$ cat src/rtl/core/afr_pkg.sv
// Package: types, constants and control/status structs for the addressed frame receiver.
`default_nettype none
package afr_pkg;

    localparam int PAYLOAD_BYTES_DEF = 64;
    localparam int BYTE_W            = 8;
    localparam int IDX_W             = 6;

    localparam logic [7:0] PREAMBLE     = 8'hAB;
    localparam logic [7:0] DELIMITER    = 8'hFF;
    localparam logic [1:0] TYPE_DATA    = 2'b00;
    localparam logic [1:0] TYPE_COMMAND = 2'b01;
    localparam logic [5:0] CMD_SHOW     = 6'd1;

    typedef enum logic [3:0] {
        ST_HUNT,
        ST_DELIM,
        ST_ADDR,
        ST_OPCODE,
        ST_DATA,
        ST_FOREIGN,
        ST_SKIP,
        ST_SHOW_RD,
        ST_SHOW_LD
    } afr_state_t;

    // datapath -> controller
    typedef struct packed {
        logic byte_preamble;
        logic byte_delim;
        logic addr_match;
        logic op_data;
        logic op_show;
        logic count_zero;
        logic rem_one;
        logic show_last;
        logic out_free;
    } afr_status_t;

    // controller -> datapath
    typedef struct packed {
        logic load_count;
        logic load_skip;
        logic store_data;
        logic dec_skip;
        logic show_start;
        logic show_load;
        logic clear_valid;
    } afr_cmd_t;

endpackage
`default_nettype wire

$ cat src/rtl/core/afr_ram.sv
// Generic simple dual-port RAM, one write port, one registered read port.
`default_nettype none
module afr_ram #(
    parameter int WIDTH = 8,
    parameter int DEPTH = 64,
    localparam int AW = (DEPTH > 1) ? $clog2(DEPTH) : 1
) (
    input  wire logic                   clk,
    input  wire logic                   we,
    input  wire logic [AW-1:0]          waddr,
    input  wire logic [WIDTH-1:0]       wdata,
    input  wire logic [AW-1:0]          raddr,
    output logic      [WIDTH-1:0]       rdata
);
    logic [WIDTH-1:0] mem [DEPTH];
    logic [WIDTH-1:0] rdata_reg;

    always_ff @(posedge clk)
    begin
        if (we)
        begin
            mem[waddr] <= wdata;
        end
        rdata_reg <= mem[raddr];
    end

    assign rdata = rdata_reg;

endmodule
`default_nettype wire

$ cat src/rtl/core/afr_ctrl.sv
// Frame parse controller: state machine issuing datapath commands.
`default_nettype none
module afr_ctrl import afr_pkg::*; (
    input  wire logic        clk,
    input  wire logic        rst_n,
    input  wire logic        in_valid,
    output logic             in_ready,
    input  wire afr_status_t status,
    output afr_cmd_t         cmd
);
    afr_state_t state_reg;
    afr_state_t state_next;
    logic       accept;

    always_ff @(posedge clk or negedge rst_n)
    begin
        if (!rst_n)
        begin
            state_reg <= ST_HUNT;
        end
        else
        begin
            state_reg <= state_next;
        end
    end

    always_comb
    begin
        state_next = state_reg;
        cmd        = '0;
        in_ready   = (state_reg != ST_SHOW_RD) && (state_reg != ST_SHOW_LD);
        accept     = in_valid && in_ready;

        case (state_reg)
            ST_HUNT:
            begin
                if (accept)
                begin
                    state_next = status.byte_preamble ? ST_DELIM : ST_HUNT;
                end
            end
            ST_DELIM:
            begin
                if (accept)
                begin
                    state_next = status.byte_delim ? ST_ADDR : ST_HUNT;
                end
            end
            ST_ADDR:
            begin
                if (accept)
                begin
                    state_next = status.addr_match ? ST_OPCODE : ST_FOREIGN;
                end
            end
            ST_OPCODE:
            begin
                if (accept)
                begin
                    if (status.op_data)
                    begin
                        cmd.load_count = 1'b1;
                        state_next     = status.count_zero ? ST_OPCODE : ST_DATA;
                    end
                    else if (status.op_show)
                    begin
                        cmd.show_start = 1'b1;
                        state_next     = ST_SHOW_RD;
                    end
                    else
                    begin
                        state_next = ST_HUNT;
                    end
                end
            end
            ST_DATA:
            begin
                if (accept)
                begin
                    cmd.store_data = 1'b1;
                    if (status.rem_one)
                    begin
                        state_next = ST_OPCODE;
                    end
                end
            end
            ST_FOREIGN:
            begin
                if (accept)
                begin
                    if (status.op_data && !status.count_zero)
                    begin
                        cmd.load_skip = 1'b1;
                        state_next    = ST_SKIP;
                    end
                    else
                    begin
                        state_next = ST_HUNT;
                    end
                end
            end
            ST_SKIP:
            begin
                if (accept)
                begin
                    cmd.dec_skip = 1'b1;
                    if (status.rem_one)
                    begin
                        state_next = ST_HUNT;
                    end
                end
            end
            ST_SHOW_RD:
            begin
                // read address settles, data appears next cycle
                state_next = ST_SHOW_LD;
            end
            ST_SHOW_LD:
            begin
                if (status.out_free)
                begin
                    cmd.show_load = 1'b1;
                    if (status.show_last)
                    begin
                        cmd.clear_valid = 1'b1;
                        state_next      = ST_HUNT;
                    end
                    else
                    begin
                        state_next = ST_SHOW_RD;
                    end
                end
            end
            default:
            begin
                state_next = ST_HUNT;
            end
        endcase
    end

endmodule
`default_nettype wire

$ cat src/rtl/core/afr_datapath.sv
// Datapath: address register, counters, payload store with valid bits, output register.
`default_nettype none
module afr_datapath import afr_pkg::*; #(
    parameter int PAYLOAD_BYTES = PAYLOAD_BYTES_DEF
) (
    input  wire logic              clk,
    input  wire logic              rst_n,
    input  wire logic              cfg_wr_en,
    input  wire logic [BYTE_W-1:0] cfg_wr_data,
    input  wire logic [BYTE_W-1:0] rx_byte,
    input  wire logic              out_ready,
    output logic                   out_valid,
    output logic      [BYTE_W-1:0] frame_byte,
    output logic      [IDX_W-1:0]  byte_index,
    output logic                   last_byte,
    input  wire afr_cmd_t          cmd,
    output afr_status_t            status
);
    localparam int AW = (PAYLOAD_BYTES > 1) ? $clog2(PAYLOAD_BYTES) : 1;

    logic [BYTE_W-1:0]        dev_addr_reg;
    logic [IDX_W-1:0]         remaining_reg;
    logic [IDX_W-1:0]         pkt_len_reg;
    logic [AW-1:0]            show_idx_reg;
    logic [PAYLOAD_BYTES-1:0] valid_reg;
    logic                     out_valid_reg;
    logic [BYTE_W-1:0]        frame_byte_reg;
    logic [IDX_W-1:0]         byte_index_reg;
    logic                     last_byte_reg;

    logic [IDX_W-1:0]  wr_idx;
    logic              wr_in_range;
    logic              ram_we;
    logic [BYTE_W-1:0] ram_rdata;
    logic [BYTE_W-1:0] show_data;

    assign wr_idx      = pkt_len_reg - remaining_reg;
    assign wr_in_range = {1'b0, wr_idx} < (IDX_W + 1)'(PAYLOAD_BYTES);
    assign ram_we      = cmd.store_data && wr_in_range;

    afr_ram #(
        .WIDTH (BYTE_W),
        .DEPTH (PAYLOAD_BYTES)
    ) u_store (
        .clk   (clk),
        .we    (ram_we),
        .waddr (wr_idx[AW-1:0]),
        .wdata (rx_byte),
        .raddr (show_idx_reg),
        .rdata (ram_rdata)
    );

    // never-written entries read as zero
    assign show_data = valid_reg[show_idx_reg] ? ram_rdata : '0;

    always_comb
    begin
        status.byte_preamble = (rx_byte == PREAMBLE);
        status.byte_delim    = (rx_byte == DELIMITER);
        status.addr_match    = (rx_byte == dev_addr_reg);
        status.op_data       = (rx_byte[7:6] == TYPE_DATA);
        status.op_show       = (rx_byte[7:6] == TYPE_COMMAND) && (rx_byte[5:0] == CMD_SHOW);
        status.count_zero    = (rx_byte[5:0] == '0);
        status.rem_one       = (remaining_reg == IDX_W'(1));
        status.show_last     = (show_idx_reg == AW'(PAYLOAD_BYTES - 1));
        status.out_free      = !out_valid_reg || out_ready;
    end

    always_ff @(posedge clk or negedge rst_n)
    begin
        if (!rst_n)
        begin
            dev_addr_reg  <= '0;
            remaining_reg <= '0;
            pkt_len_reg   <= '0;
            show_idx_reg  <= '0;
            valid_reg     <= '0;
            out_valid_reg <= 1'b0;
        end
        else
        begin
            if (cfg_wr_en)
            begin
                dev_addr_reg <= cfg_wr_data;
            end

            if (cmd.load_count)
            begin
                remaining_reg <= rx_byte[5:0];
                pkt_len_reg   <= rx_byte[5:0];
            end
            else if (cmd.load_skip)
            begin
                remaining_reg <= rx_byte[5:0];
            end
            else if (cmd.store_data)
            begin
                remaining_reg <= remaining_reg - IDX_W'(1);
                if (remaining_reg == IDX_W'(1))
                begin
                    pkt_len_reg <= '0;
                end
            end
            else if (cmd.dec_skip)
            begin
                remaining_reg <= remaining_reg - IDX_W'(1);
            end

            if (ram_we)
            begin
                valid_reg[wr_idx[AW-1:0]] <= 1'b1;
            end
            else if (cmd.clear_valid)
            begin
                valid_reg <= '0;
            end

            if (cmd.show_start)
            begin
                show_idx_reg <= '0;
            end
            else if (cmd.show_load && !status.show_last)
            begin
                show_idx_reg <= show_idx_reg + AW'(1);
            end

            if (cmd.show_load)
            begin
                out_valid_reg <= 1'b1;
            end
            else if (out_ready)
            begin
                out_valid_reg <= 1'b0;
            end
        end
    end

    always_ff @(posedge clk)
    begin
        if (cmd.show_load)
        begin
            frame_byte_reg <= show_data;
            byte_index_reg <= IDX_W'(show_idx_reg);
            last_byte_reg  <= status.show_last;
        end
    end

    assign out_valid  = out_valid_reg;
    assign frame_byte = frame_byte_reg;
    assign byte_index = byte_index_reg;
    assign last_byte  = last_byte_reg;

endmodule
`default_nettype wire

$ cat src/rtl/core/addressed_frame_receiver.sv
// Top level of the addressed frame receiver: controller plus datapath.
//
// Input channel (in_valid/in_ready/rx_byte): one received serial byte per word.
// The parser hunts for preamble 0xAB, delimiter 0xFF and an address byte that
// is compared with device_address (written through cfg_wr_en/cfg_wr_data).
// Data opcodes (type 00) store the following bytes from index 0; a show
// opcode (0x41) streams the whole payload store out and then clears it.
// Output channel (out_valid/out_ready): frame_byte, byte_index, last_byte;
// last_byte marks the final word of a show burst.
// Flow: non-show bytes are taken back to back. A show command holds in_ready
// low while it reads the store; each output word takes a store read, then a
// load of the output register once that register is free or out_ready is high.
// A stalled receiver (out_ready low) freezes the burst on the pending word;
// the last word may still wait while new input bytes are taken.
// Reset: parser back to preamble hunt, address 0, counters zero, all store
// entries read as zero (per-entry valid bits), output register empty.
`default_nettype none
module addressed_frame_receiver import afr_pkg::*; #(
    parameter int PAYLOAD_BYTES = PAYLOAD_BYTES_DEF
) (
    input  wire logic              clk,
    input  wire logic              rst_n,
    input  wire logic              cfg_wr_en,
    input  wire logic [BYTE_W-1:0] cfg_wr_data,
    input  wire logic              in_valid,
    output logic                   in_ready,
    input  wire logic [BYTE_W-1:0] rx_byte,
    output logic                   out_valid,
    input  wire logic              out_ready,
    output logic      [BYTE_W-1:0] frame_byte,
    output logic      [IDX_W-1:0]  byte_index,
    output logic                   last_byte
);
    afr_cmd_t    cmd;
    afr_status_t status;

    // parse state machine
    afr_ctrl u_ctrl (
        .clk      (clk),
        .rst_n    (rst_n),
        .in_valid (in_valid),
        .in_ready (in_ready),
        .status   (status),
        .cmd      (cmd)
    );

    // counters, payload store and output register
    afr_datapath #(
        .PAYLOAD_BYTES (PAYLOAD_BYTES)
    ) u_datapath (
        .clk         (clk),
        .rst_n       (rst_n),
        .cfg_wr_en   (cfg_wr_en),
        .cfg_wr_data (cfg_wr_data),
        .rx_byte     (rx_byte),
        .out_ready   (out_ready),
        .out_valid   (out_valid),
        .frame_byte  (frame_byte),
        .byte_index  (byte_index),
        .last_byte   (last_byte),
        .cmd         (cmd),
        .status      (status)
    );

endmodule
`default_nettype wire

$ cat config.mk
export PLATFORM = sky130hd
export DESIGN_NAME = addressed_frame_receiver
export DESIGN_NICKNAME = d
export VERILOG_FILES = /design/src/rtl/core/afr_pkg.sv /design/src/rtl/core/afr_ram.sv /design/src/rtl/core/afr_ctrl.sv /design/src/rtl/core/afr_datapath.sv /design/src/rtl/core/addressed_frame_receiver.sv
export SDC_FILE = /design/constraint.sdc
export NUM_CORES = 1
export LEC_CHECK = 0
export ABC_AREA = 1
export ABC_CLOCK_PERIOD_IN_PS = 4800
export BUFFER_PORTS_ARGS = -buffer_cell sky130_fd_sc_hd__buf_2
export CAP_MARGIN = 20
export CORE_MARGIN = 1
export CORE_UTILIZATION = 50
export DETAILED_ROUTE_END_ITERATION = 8
export PLACE_DENSITY = 0.67
export SETUP_SLACK_MARGIN = 0.3
export SYNTH_ARGS = -nofsm -noshare
export SYNTH_HDL_FRONTEND = slang
export SYNTH_SLANG_ARGS = --single-unit
export TNS_END_PERCENT = 10
$ cat constraint.sdc
create_clock -name clk -period 4.8 [get_ports clk]
set_input_delay 0.48 -clock clk [delete_from_list [all_inputs] [get_ports clk]]
set_output_delay 0.48 -clock clk [all_outputs]
set_load 0.05 [all_outputs]
==> out/results.ini, run 1 <==
[route]
antenna_left = 0
drcViolationCount = 0
wl_per_cell_um = 21.1
drtIter0Drc = 2037
vias = 18600
dr.pass1.iters = 7
wl_um = 68600
via_per_inst = 5.70

[critical_path]
worst_path_dominant_cell_family = flip-flops
crit_type = reg2reg
r2r_slack_ns = 1.57
crit_fanout = 102
cp-end-kind = flop
arrival_ns = 3.71
cp_slowest_stage_delay_ns = 1.02
cp_cell_sequence = inv_8 > buf_12 > buf_12 > nand2_1 > nand3_1 > nand3_1 > nand2_1 > nand2_1 > nand2_1 > o21ai_0 > nand2_1
path_common_cell = nand2_1
cp_num_buf_inv = 3
start_kind = flop
cp.required_ns = 5.28
slowest_stage = dfrtp_4

[clock_tree]
cts_buffer_depth = 3
clock_sinks = 630
clkTransAtPathRegs_ns = 0.06
cts_buffers = 67
htree_levels = 3
clk_latency_ns = 0.61
clock-root-buffer = clkbuf_16
cts_tree = done
post-cts-setup-buffers = 0

[synthesis]
ys_ff_latch = 630
synth_warnings = 0
avgSynthCellArea_um2 = 10.8
synth_edf_count = 527
synthArstFlopShare = 0.151
syn_inst = 2516
syn_nets = 2546
syn_area_um2 = 27100
synth.distinct_cells = 46
synth_ff_type = edfxtp_1
yosysSeqAreaShare = 0.677

[power_and_ir_drop]
p_leak_nw = 11.8
combPwrFrac = 0.136
ir_drop_uv = 362
power.switching_mw = 3.51
p_per_area_nw_per_um2 = 430
clkPwrFrac = 0.385
pwr-share-seq = 0.479
intPower_mw = 9.29
p_total_mw = 12.8
switching_share = 0.274

[grt]
grt_pass1_wl_um = 106000
antenna_found_initial = 0
grt_pass1_vias = 18300
grt_max_degree = 103
grt.overflow.total = 0
grtUsageTotal = 0.252

[finish]
nFillCells = 4389
n_antenna_cell = 0
largest_reg_flops = 512
drive_gt1_frac = 0.0873
area_growth_pct = 9.87
nets = 2543

[timing]
clock_skew_ns = 0.0236
max_slew_margin = 0.246
hold_viol = 0
drv_slew = 0
min_period_ns = 3.23
fmax_ghz = 0.309
fin_crit_sh = 0.673
rsz0062_at_grt = no
tightest_slew_ns = 1.13
finalSetupViolCount = 0
tns_ns = 0

[floorplan]
initial_core_util = 0.511
die-area_um2 = 55100
die_x_um = 235
core-area_um2 = 53100
rows = 84
dieHeight_um = 235
io_pins = 38

[place]
port_buffers = 37
dpl.hpwl_um = 40700
gp_congestion = 0.897

[flow_run]
cap_violations = 0

[status]
status = finished, final reports clean

[worst_hold_path]
hold_class = in2reg

## through the flow
step	cells	utilization	instance area [µm²]	setup WS, ns	hold slack [ns]
6_report	3254	0.561	29800	1.57	0.0795
5_1_grt	3254	0.561	29800	1.43	0.0708
4_1_cts	3253	0.561	29800	1.66	0.0511
3_5_place_dp	3130	0.521	27700	1.67	0.469
3_3_place_gp	3130	0.521	27700	1.71	0.468
2_1_floorplan	2516	-	27100	2.37	0.184
## worst min-delay path, stage by stage
cell	delay, ns
buf_2	0.07
nand2_1	0.04
o21ai_0	0.05
## cells in the final DEF (no fill, tap or decap), types with 5 or more instances in the layout
master | netlist | layout
edfxtp_1 | 527 | 527
nor2_2 | 5 | 6
buf_2 | 87 | 36
nor3_1 | 10 | 10
nand3_2 | 10 | 10
o21ai_0 | 80 | 80
clkinv_1 | 1 | 13
nand2_2 | 7 | 7
buf_12 | 0 | 5
clkinv_2 | 0 | 7
xor2_1 | 7 | 7
dfrtp_1 | 95 | 92
o21ai_1 | 49 | 49
o21ai_2 | 11 | 11
inv_2 | 9 | 7
buf_4 | 14 | 21
o22ai_1 | 17 | 17
dfxtp_1 | 8 | 8
a21oi_1 | 56 | 56
nor2_4 | 13 | 13
clkbuf_16 | 0 | 68
nand3_1 | 447 | 447
nand4_1 | 8 | 8
nand2_1 | 712 | 712
inv_1 | 189 | 189
ha_1 | 8 | 8
clkbuf_1 | 20 | 24
nor2_1 | 90 | 89
## layout make-up
type / instances / area (µm²) / area share
Clock inverter: 28 / 245 / 0.00824
Inverter: 200 / 763 / 0.0256
Multi-Input combinational cell: 1550 / 7240 / 0.243
Timing Repair Buffer: 64 / 475 / 0.0160
Sequential cell: 630 / 18400 / 0.617
Tap cell: 688 / 861 / 0.0289
Clock buffer: 94 / 1820 / 0.0611
## power groups by stage
stage	Clock [mW]	Sequential (mW)	Combinational, mW
2_1_floorplan	0	6.20	1.34
3_3_place_gp	0	6.24	1.67
3_5_place_dp	0	6.24	1.70
4_1_cts	4.98	6.13	1.71
5_1_grt	5.22	6.15	1.89
6_report	4.93	6.13	1.74
## synthesized netlist by cell type (2+ instances only)
cell      count  share of area
nand3_1     447          0.083
dfxtp_1       8         0.0059
nor2_2        5         0.0012
nor2_1       90          0.012
nor4_1        2        0.00046
nand3_2      10         0.0037
o21ai_0      80          0.015
buf_4        14         0.0039
nand3_4       2         0.0013
dfrtp_1      95          0.088
xor2_1        7         0.0023
nand2_1     712          0.099
buf_1         5        0.00069
buf_6        10         0.0042
buf_2        87          0.016
o21ai_2      11         0.0036
inv_1       189          0.026
nor3_1       10         0.0018
o21ai_1      49         0.0090
inv_2         9         0.0012
a21oi_1      56          0.010
o22ai_1      17         0.0039
edfxtp_1    527           0.58
clkbuf_1     20         0.0028
nand2_2       7         0.0016
nor2_4       13         0.0054
nand4_1       8         0.0018
ha_1          8         0.0037
## per-layer routing
layer,up-vias,share of wire,GRT usage
li1,8582,-,-
met1,9073,0.42,0.340
met2,786,0.47,0.400
met3,118,0.081,0.0505
met4,0,0.033,0.106
met5,-,0,0
## timing repair
action,in CTS,in global routing
endpoints found under the hold margin,37,0
hold buffers,1,0
resized for setup,0,0
## cells by family (layout without fill, tap and decap cells)
| kind of cell | count (synthesis) | after routing | share of synthesized area |
|---|---|---|---|
| buffers and inverters | 336 | 386 | 0.0554 |
| multiplexers | 1 | 1 | 0.000415 |
| XOR/XNOR | 10 | 10 | 0.00420 |
| flip-flops | 630 | 630 | 0.677 |
| AND/OR/NAND/NOR | 1314 | 1314 | 0.215 |
| AO/OA/AOI/OAI | 216 | 216 | 0.0430 |
| adder cells (fa/ha/maj) | 9 | 9 | 0.00443 |
## path summary, 6_finish.rpt
check,start,to,cells past startpoint
max,u_datapath.show_idx_reg[0],u_datapath.u_store.rdata[5],11
min,cfg_wr_data[7],u_datapath.dev_addr_reg[7],3
max reg2reg,u_datapath.show_idx_reg[0],u_datapath.u_store.rdata[5],11
min reg2reg,u_datapath.pkt_len_reg[3],u_datapath.pkt_len_reg[3],2
max in group asynchronous,rst_n,u_datapath.valid_reg[53],3
min in group asynchronous,rst_n,u_datapath.valid_reg[5],2
No activity file was read; power rests on OpenSTA's default activity.
==> run 2: changes to the inputs <==
--- a/config.mk
+++ b/config.mk
@@ -5,8 +5,8 @@
 export SDC_FILE = /design/constraint.sdc
 export NUM_CORES = 1
 export LEC_CHECK = 0
-export ABC_AREA = 1
-export ABC_CLOCK_PERIOD_IN_PS = 4800
+export ABC_AREA = 0
+export ABC_CLOCK_PERIOD_IN_PS = 3400
 export BUFFER_PORTS_ARGS = -buffer_cell sky130_fd_sc_hd__buf_2
 export CAP_MARGIN = 20
 export CORE_MARGIN = 1
==> constraint.sdc (replaced) <==
create_clock -name clk -period 3.4 [get_ports clk]
set_input_delay 0.34 -clock clk [delete_from_list [all_inputs] [get_ports clk]]
set_output_delay 0.34 -clock clk [all_outputs]
set_load 0.05 [all_outputs]
==> run 2 against run 1 <==
  * Die area is 6.7% lower
  * Combinational power increased by 6%
  * Sequential share of layout area rose by 1.3 points
  * Via count is 28% lower
  * Critical path depth decreased by 1
  * Global-route usage fell by 1.5 points
  * Synthesized cell count decreased by 46%
==> out/results.ini, run 2 <==
[timing]
finalSetupViolCount = 0  ; unchanged
rsz0062_at_grt = no
fin_crit_sh = 0.857  ; +0.183
clock_skew_ns = 0.0195  ; -0.00408 ns
tns_ns = 0  ; unchanged
drv_slew = 0  ; unchanged
max_slew_margin = 0.382  ; +0.136
hold_ws_ns = 0.133  ; +0.0534 ns
fmax_ghz = 0.343  ; +11%
min_period_ns = 2.91  ; -0.319 ns
hold_viol = 0  ; unchanged
tightest_slew_ns = 0.921  ; -0.208 ns

[synthesis]
syn_nets = 1396  ; -45%
syn_inst = 1366  ; -46%
synth_top_area_cell = edfxtp_1
syn_area_um2 = 25300  ; -6.7%
ys_ff_latch = 630  ; unchanged
synth.distinct_cells = 63  ; +37%
synthTopCellsByArea = edfxtp_1 63%, mux4_2 14%, dfrtp_1 9.4%
synth_edf_count = 527  ; unchanged
avgSynthCellArea_um2 = 18.5  ; +72%
yosysTopAreaCellShare = 0.626  ; +0.0421
synthTopCellsByCount = 527 x edfxtp_1, 160 x mux4_2, 95 x dfrtp_1
synthArstFlopShare = 0.151  ; unchanged
synth_warnings = 0  ; unchanged
synth_ff_type = edfxtp_1
synthMostInstantiatedCell = edfxtp_1
yosysSeqAreaShare = 0.726  ; +0.0489

[floorplan]
initial_core_util = 0.506  ; -0.00470
dieHeight_um = 227  ; -3.4%
core-area_um2 = 50000  ; -5.9%
io_pins = 38  ; unchanged
die-area_um2 = 51500  ; -6.7%
rows = 82  ; -2.4%
die_x_um = 227  ; -3.4%

[status]
status = finished, final reports clean

[grt]
grt.overflow.total = 0  ; unchanged
antenna_found_initial = 6  ; +6
grt_max_degree = 71  ; -31%
grt_pass1_wl_um = 87600  ; -18%
grtUsageTotal = 0.237  ; -0.0152
use_met1 = 0.329  ; -0.0103
busiest_layer = met2
grt_pass1_vias = 13600  ; -26%
use_met3 = 0.0566  ; +0.00611
grt.met2_usage = 0.376  ; -0.0249

[place]
gp_congestion = 0.847  ; -5.6%
port_buffers = 37  ; unchanged
dpl.hpwl_um = 35400  ; -13%

[finish]
n_antenna_cell = 0  ; unchanged
nets = 1550  ; -39%
area_growth_pct = 15.3
final_cell_mix = 527 x edfxtp_1, 160 x mux4_2, 117 x buf_4, 92 x dfrtp_1, 87 x nand2_1
largest_reg_flops = 512  ; unchanged
drive_gt1_frac = 0.280  ; +0.192
final_common_cell = edfxtp_1

[route]
antenna_left = 0  ; unchanged
drtIter0Drc = 1196  ; -41%
dr.pass1.iters = 5  ; -2
wl_um = 58400  ; -15%
wl_per_cell_um = 26.0  ; +23%
drcViolationCount = 0  ; unchanged
vias = 13300  ; -28%
via_per_inst = 5.94  ; +4.1%

[worst_hold_path]
min-delay-start = cfg_wr_en
hold_class = in2reg

[clock_tree]
htree_levels = 2  ; -1
clk_latency_ns = 0.63  ; +0.02 ns
cts_buffer_depth = 3  ; unchanged
clkTransAtPathRegs_ns = 0.06  ; about the same
cts_buffers = 61  ; -9.0%
cts_tree = done
clock-root-buffer = clkbuf_16
clock_sinks = 630  ; unchanged
post-cts-setup-buffers = 0  ; unchanged

[power_and_ir_drop]
p_per_area_nw_per_um2 = 600  ; +40%
p_leak_nw = 9.89  ; -16%
ir_drop_uv = 438  ; +21%

[critical_path]
cp.required_ns = 3.71  ; -1.57 ns
crit_path_start = u_datapath.remaining_reg[0]
r2r-start = u_datapath.remaining_reg[0]
arrival_ns = 3.23  ; -0.48 ns
crit_type = reg2reg
crit_fanout = 16  ; -84%
cp-end-kind = flop
start_kind = flop

[flow_run]
cap_violations = 0  ; unchanged

==> run 2: what timing repair did <==
action,in CTS,in global routing
hold buffers,10,0
resized for setup,0,1
endpoints found under the hold margin,46,0
endpoints found under the setup margin,0,4
==> run 2: layout make-up <==
type | instances | area [µm²]
Fill cell | 3680 | 20800
Inverter | 17 | 63.8
Clock inverter | 34 | 394
Tap cell | 672 | 841
Clock buffer | 82 | 1710
Sequential cell | 630 | 18400
Multi-Input combinational cell | 640 | 6470
Timing Repair Buffer | 170 | 1300
==> run 2: through the flow <==
step | instances | cell area (µm²) | utilization | setup WS [ns] | power, mW
6_report | 2245 | 29100 | 0.583 | 0.487 | 17.5
5_1_grt | 2245 | 29100 | 0.583 | 0.354 | 18.1
3_5_place_dp | 2119 | 26900 | 0.539 | 0.509 | 10.6
3_3_place_gp | 2119 | 26900 | 0.539 | 0.520 | 10.6
4_1_cts | 2245 | 29100 | 0.583 | 0.496 | 17.6
2_1_floorplan | 1366 | 25300 | - | 0.506 | 9.97
==> run 2: report_power, final <==
part,internal [mW],switching (mW)
Combinational,0.768,1.09
Sequential,8.50,0.128
Clock,4.14,2.87
==> run 2: cells by family (layout without fill, tap and decap cells) <==
kind of cell / after synthesis / count (layout) / synth area share
flops: 630 / 630 / 0.726
compound gates: 170 / 170 / 0.0424
mux: 192 / 192 / 0.156
simple gates: 246 / 246 / 0.0443
buf+inv: 96 / 303 / 0.0185
fa+ha+maj: 9 / 9 / 0.00475
xor+xnor: 23 / 23 / 0.00797
==> run 2: path summary, 6_finish.rpt <==
path                                                  to  slack (ns)  depth (start not counted)
max in group asynchronous      u_datapath.pkt_len_reg[2]        2.26                          3
max                        u_datapath.u_store.mem[56][5]        0.49                         10
min reg2reg                     u_datapath.valid_reg[25]        0.48                          2
max reg2reg                u_datapath.u_store.mem[56][5]        0.49                         10
min                           u_datapath.dev_addr_reg[5]        0.13                          2
min in group asynchronous     u_datapath.dev_addr_reg[4]        0.29                          2
==> run 2: per-layer routing <==
layer / share of wire / vias to the layer above
met5: 0.00043 / -
met4: 0.025 / 4
met3: 0.074 / 92
met2: 0.48 / 517
met1: 0.42 / 6929
li1: - / 5786
==> run 2: critical path, stage by stage (launching register included) <==
cell and delay, ns:
dfrtp_1 0.43, ha_1 0.20, inv_1 0.06, fa_1 0.43, a21o_1 0.21, a21oi_1 0.31
xnor2_1 0.24, nand4_1 0.18, buf_4 0.24, nor2_1 0.11, buf_4 0.20
==> run 3: changes to the inputs <==
--- a/config.mk
+++ b/config.mk
@@ -6,7 +6,7 @@
 export NUM_CORES = 1
 export LEC_CHECK = 0
 export ABC_AREA = 0
-export ABC_CLOCK_PERIOD_IN_PS = 3400
+export ABC_CLOCK_PERIOD_IN_PS = 3700
 export BUFFER_PORTS_ARGS = -buffer_cell sky130_fd_sc_hd__buf_2
 export CAP_MARGIN = 20
 export CORE_MARGIN = 1
==> constraint.sdc (replaced) <==
create_clock -name clk -period 3.7 [get_ports clk]
set_input_delay 0.37 -clock clk [delete_from_list [all_inputs] [get_ports clk]]
set_output_delay 0.37 -clock clk [all_outputs]
set_load 0.05 [all_outputs]
==> run 3 against run 2 <==
  * Count of clock-buffer cells in the layout down 10
  * Worst hold slack better by 0.024 ns
  * Combinational power is 9% lower
  * Critical path type unchanged
  * Final cell count is 0.18% lower
  * Sequential cell count unchanged
  * Clock skew rose by 0.0072 ns
  * Via count up 1.2%
==> out/results.ini, run 3 (synthesis gave the netlist of run 2 again) <==
[finish]
area_growth_pct = 14.4
final_cell_mix = 527 x edfxtp_1, 160 x mux4_2, 116 x buf_4, 92 x dfrtp_1, 87 x nand2_1
nets = 1545  ; -0.32%
largest_reg_flops = 512  ; unchanged
design_area_um2 = 28900  ; -0.75%
drive_gt1_frac = 0.278  ; -0.00166
nFillCells = 3689  ; +0.24%
final_common_cell = edfxtp_1
multi_input_area_um2 = 6460  ; -0.12%
seqCellArea_um2 = 18400  ; unchanged

[power_and_ir_drop]
switching_share = 0.240  ; +0.00635
clkPwrFrac = 0.387  ; -0.013
power.switching_mw = 3.76  ; -7.8%
pwr-share-seq = 0.505  ; +0.011
p_leak_nw = 9.79  ; -1.0%
p_per_area_nw_per_um2 = 543  ; -9.5%
ir_drop_uv = 396  ; -9.6%
intPower_mw = 11.9  ; -11%
combPwrFrac = 0.108  ; +0.002

[floorplan]
initial_core_util = 0.506  ; unchanged
rows = 82  ; unchanged
dieHeight_um = 227  ; unchanged
die_x_um = 227  ; unchanged
die-area_um2 = 51500  ; unchanged
io_pins = 38  ; unchanged
core-area_um2 = 50000  ; unchanged

[timing]
rsz0062_at_grt = no
clock_skew_ns = 0.0267  ; +0.00721 ns
fmax_ghz = 0.335  ; -2.4%
hold_viol = 0  ; unchanged
max_slew_margin = 0.300  ; -0.0819
fin_crit_sh = 0.807  ; -0.0499
tightest_slew_ns = 1.05  ; +0.128 ns
tns_ns = 0  ; unchanged
drv_slew = 0  ; unchanged
min_period_ns = 2.99  ; +0.0722 ns
finalSetupViolCount = 0  ; unchanged

[route]
antenna_left = 0  ; unchanged
via_per_inst = 6.02  ; +1.3%
wl_per_cell_um = 26.4  ; +1.6%
drtIter0Drc = 1384  ; +16%
wl_um = 59200  ; +1.4%
dr.pass1.iters = 5  ; unchanged
vias = 13500  ; +1.2%
drcViolationCount = 0  ; unchanged

[critical_path]
crit_fanout = 9  ; -7
cp-end-kind = flop
arrival_ns = 3.32  ; +0.09 ns
crit_type = reg2reg
start_kind = flop
cp.required_ns = 4.04  ; +0.33 ns

[grt]
antenna_found_initial = 6  ; unchanged
grt_max_degree = 71  ; unchanged
use_met3 = 0.0498  ; -0.00687
use_met1 = 0.340  ; +0.0104
grt_pass1_wl_um = 88800  ; +1.4%
grt.overflow.total = 0  ; unchanged
grt.met2_usage = 0.373  ; -0.00227
busiest_layer = met2
grt_pass1_vias = 13700  ; +0.18%
grtUsageTotal = 0.240  ; +0.00322

[status]
status = finished, final reports clean

[clock_tree]
cts_tree = done
cts_buffers = 61  ; unchanged
clk_latency_ns = 0.63  ; about the same
clkTransAtPathRegs_ns = 0.06  ; about the same
htree_levels = 2  ; unchanged
cts_buffer_depth = 3  ; unchanged
clock_sinks = 630  ; unchanged
post-cts-setup-buffers = 0  ; unchanged
clock-root-buffer = clkbuf_16

[worst_hold_path]
hold_class = in2reg

[place]
gp_congestion = 0.817  ; -3.6%
port_buffers = 37  ; unchanged
dpl.hpwl_um = 36300  ; +2.5%
dpl_cell_area_um2 = 26800  ; -0.33%

[flow_run]
cap_violations = 0  ; unchanged

[run 3: cell count changes in the layout (fill, tap and decap cells not counted), sizes merged]
cell,delta
clkinvlp,+1
clkinv,+12
diode,+1
bufinv,-3
buf,-5
clkbuf,-10
[run 3: power by group through the flow]
| stage | sequential (mW) | combinational (mW) | clock (mW) |
|---|---|---|---|
| 6_report | 7.93 | 1.69 | 6.08 |
| 3_3_place_gp | 8.07 | 1.65 | 0 |
| 3_5_place_dp | 8.08 | 1.67 | 0 |
| 2_1_floorplan | 8.02 | 1.15 | 0 |
| 5_1_grt | 7.94 | 1.84 | 6.44 |
| 4_1_cts | 7.93 | 1.69 | 6.19 |
[run 3: path summary, 6_finish.rpt]
kind	from	to	slack (ns)	cells after the start
setup / recovery	u_datapath.pkt_len_reg[0]	u_datapath.u_store.mem[18][0]	0.71	10
setup reg to reg	u_datapath.pkt_len_reg[0]	u_datapath.u_store.mem[18][0]	0.71	10
hold / removal	cfg_wr_en	u_datapath.dev_addr_reg[6]	0.16	2
hold reg to reg	u_datapath.valid_reg[47]	u_datapath.valid_reg[47]	0.48	2
min in group asynchronous	rst_n	u_ctrl.state_reg[3]	0.42	2
max in group asynchronous	rst_n	u_datapath.valid_reg[29]	2.35	3
[run 3: per-layer routing]
layer  share of wire  up-vias
met5         0.00076        -
met4           0.030        8
met3           0.074      118
met2            0.47      515
met1            0.42     7072
li1                -     5770
[run 3: repair_timing]
item	4_1_cts	5_1_grt
hold buffers	10	0
setup endpoints to repair	0	0
gates resized for setup	0	0
endpoints found under the hold margin	77	0
[run 3: final cells by class]
cell class                 count  area share
antenna                        1   0.0000865
clock buffer                  72      0.0549
clock inverter                44      0.0134
inverter                      17     0.00221
multi-input combinational    640       0.223
sequential                   630       0.635
tap                          672      0.0291
timing repair buffer         165      0.0419
[run 3: per-stage QoR]
| stage | hold WS (ns) | util | cells | power [mW] | setup slack, ns |
|---|---|---|---|---|---|
| 2_1_floorplan | 0.0744 | - | 1366 | 9.17 | 0.806 |
| 3_3_place_gp | 0.456 | 0.537 | 2114 | 9.72 | 0.734 |
| 3_5_place_dp | 0.465 | 0.537 | 2114 | 9.75 | 0.722 |
| 4_1_cts | 0.118 | 0.579 | 2240 | 15.8 | 0.742 |
| 5_1_grt | 0.156 | 0.579 | 2240 | 16.2 | 0.530 |
| 6_report | 0.157 | 0.579 | 2241 | 15.7 | 0.715 |
[run 3: worst max-delay path, stage by stage, from the launching register on]
cell	delay (ns)
dfrtp_1	0.38
inv_1	0.07
ha_1	0.16
inv_1	0.05
fa_1	0.43
a21o_1	0.20
a21oi_1	0.24
xnor2_1	0.22
nand3_1	0.41
nor2_1	0.33
buf_4	0.20
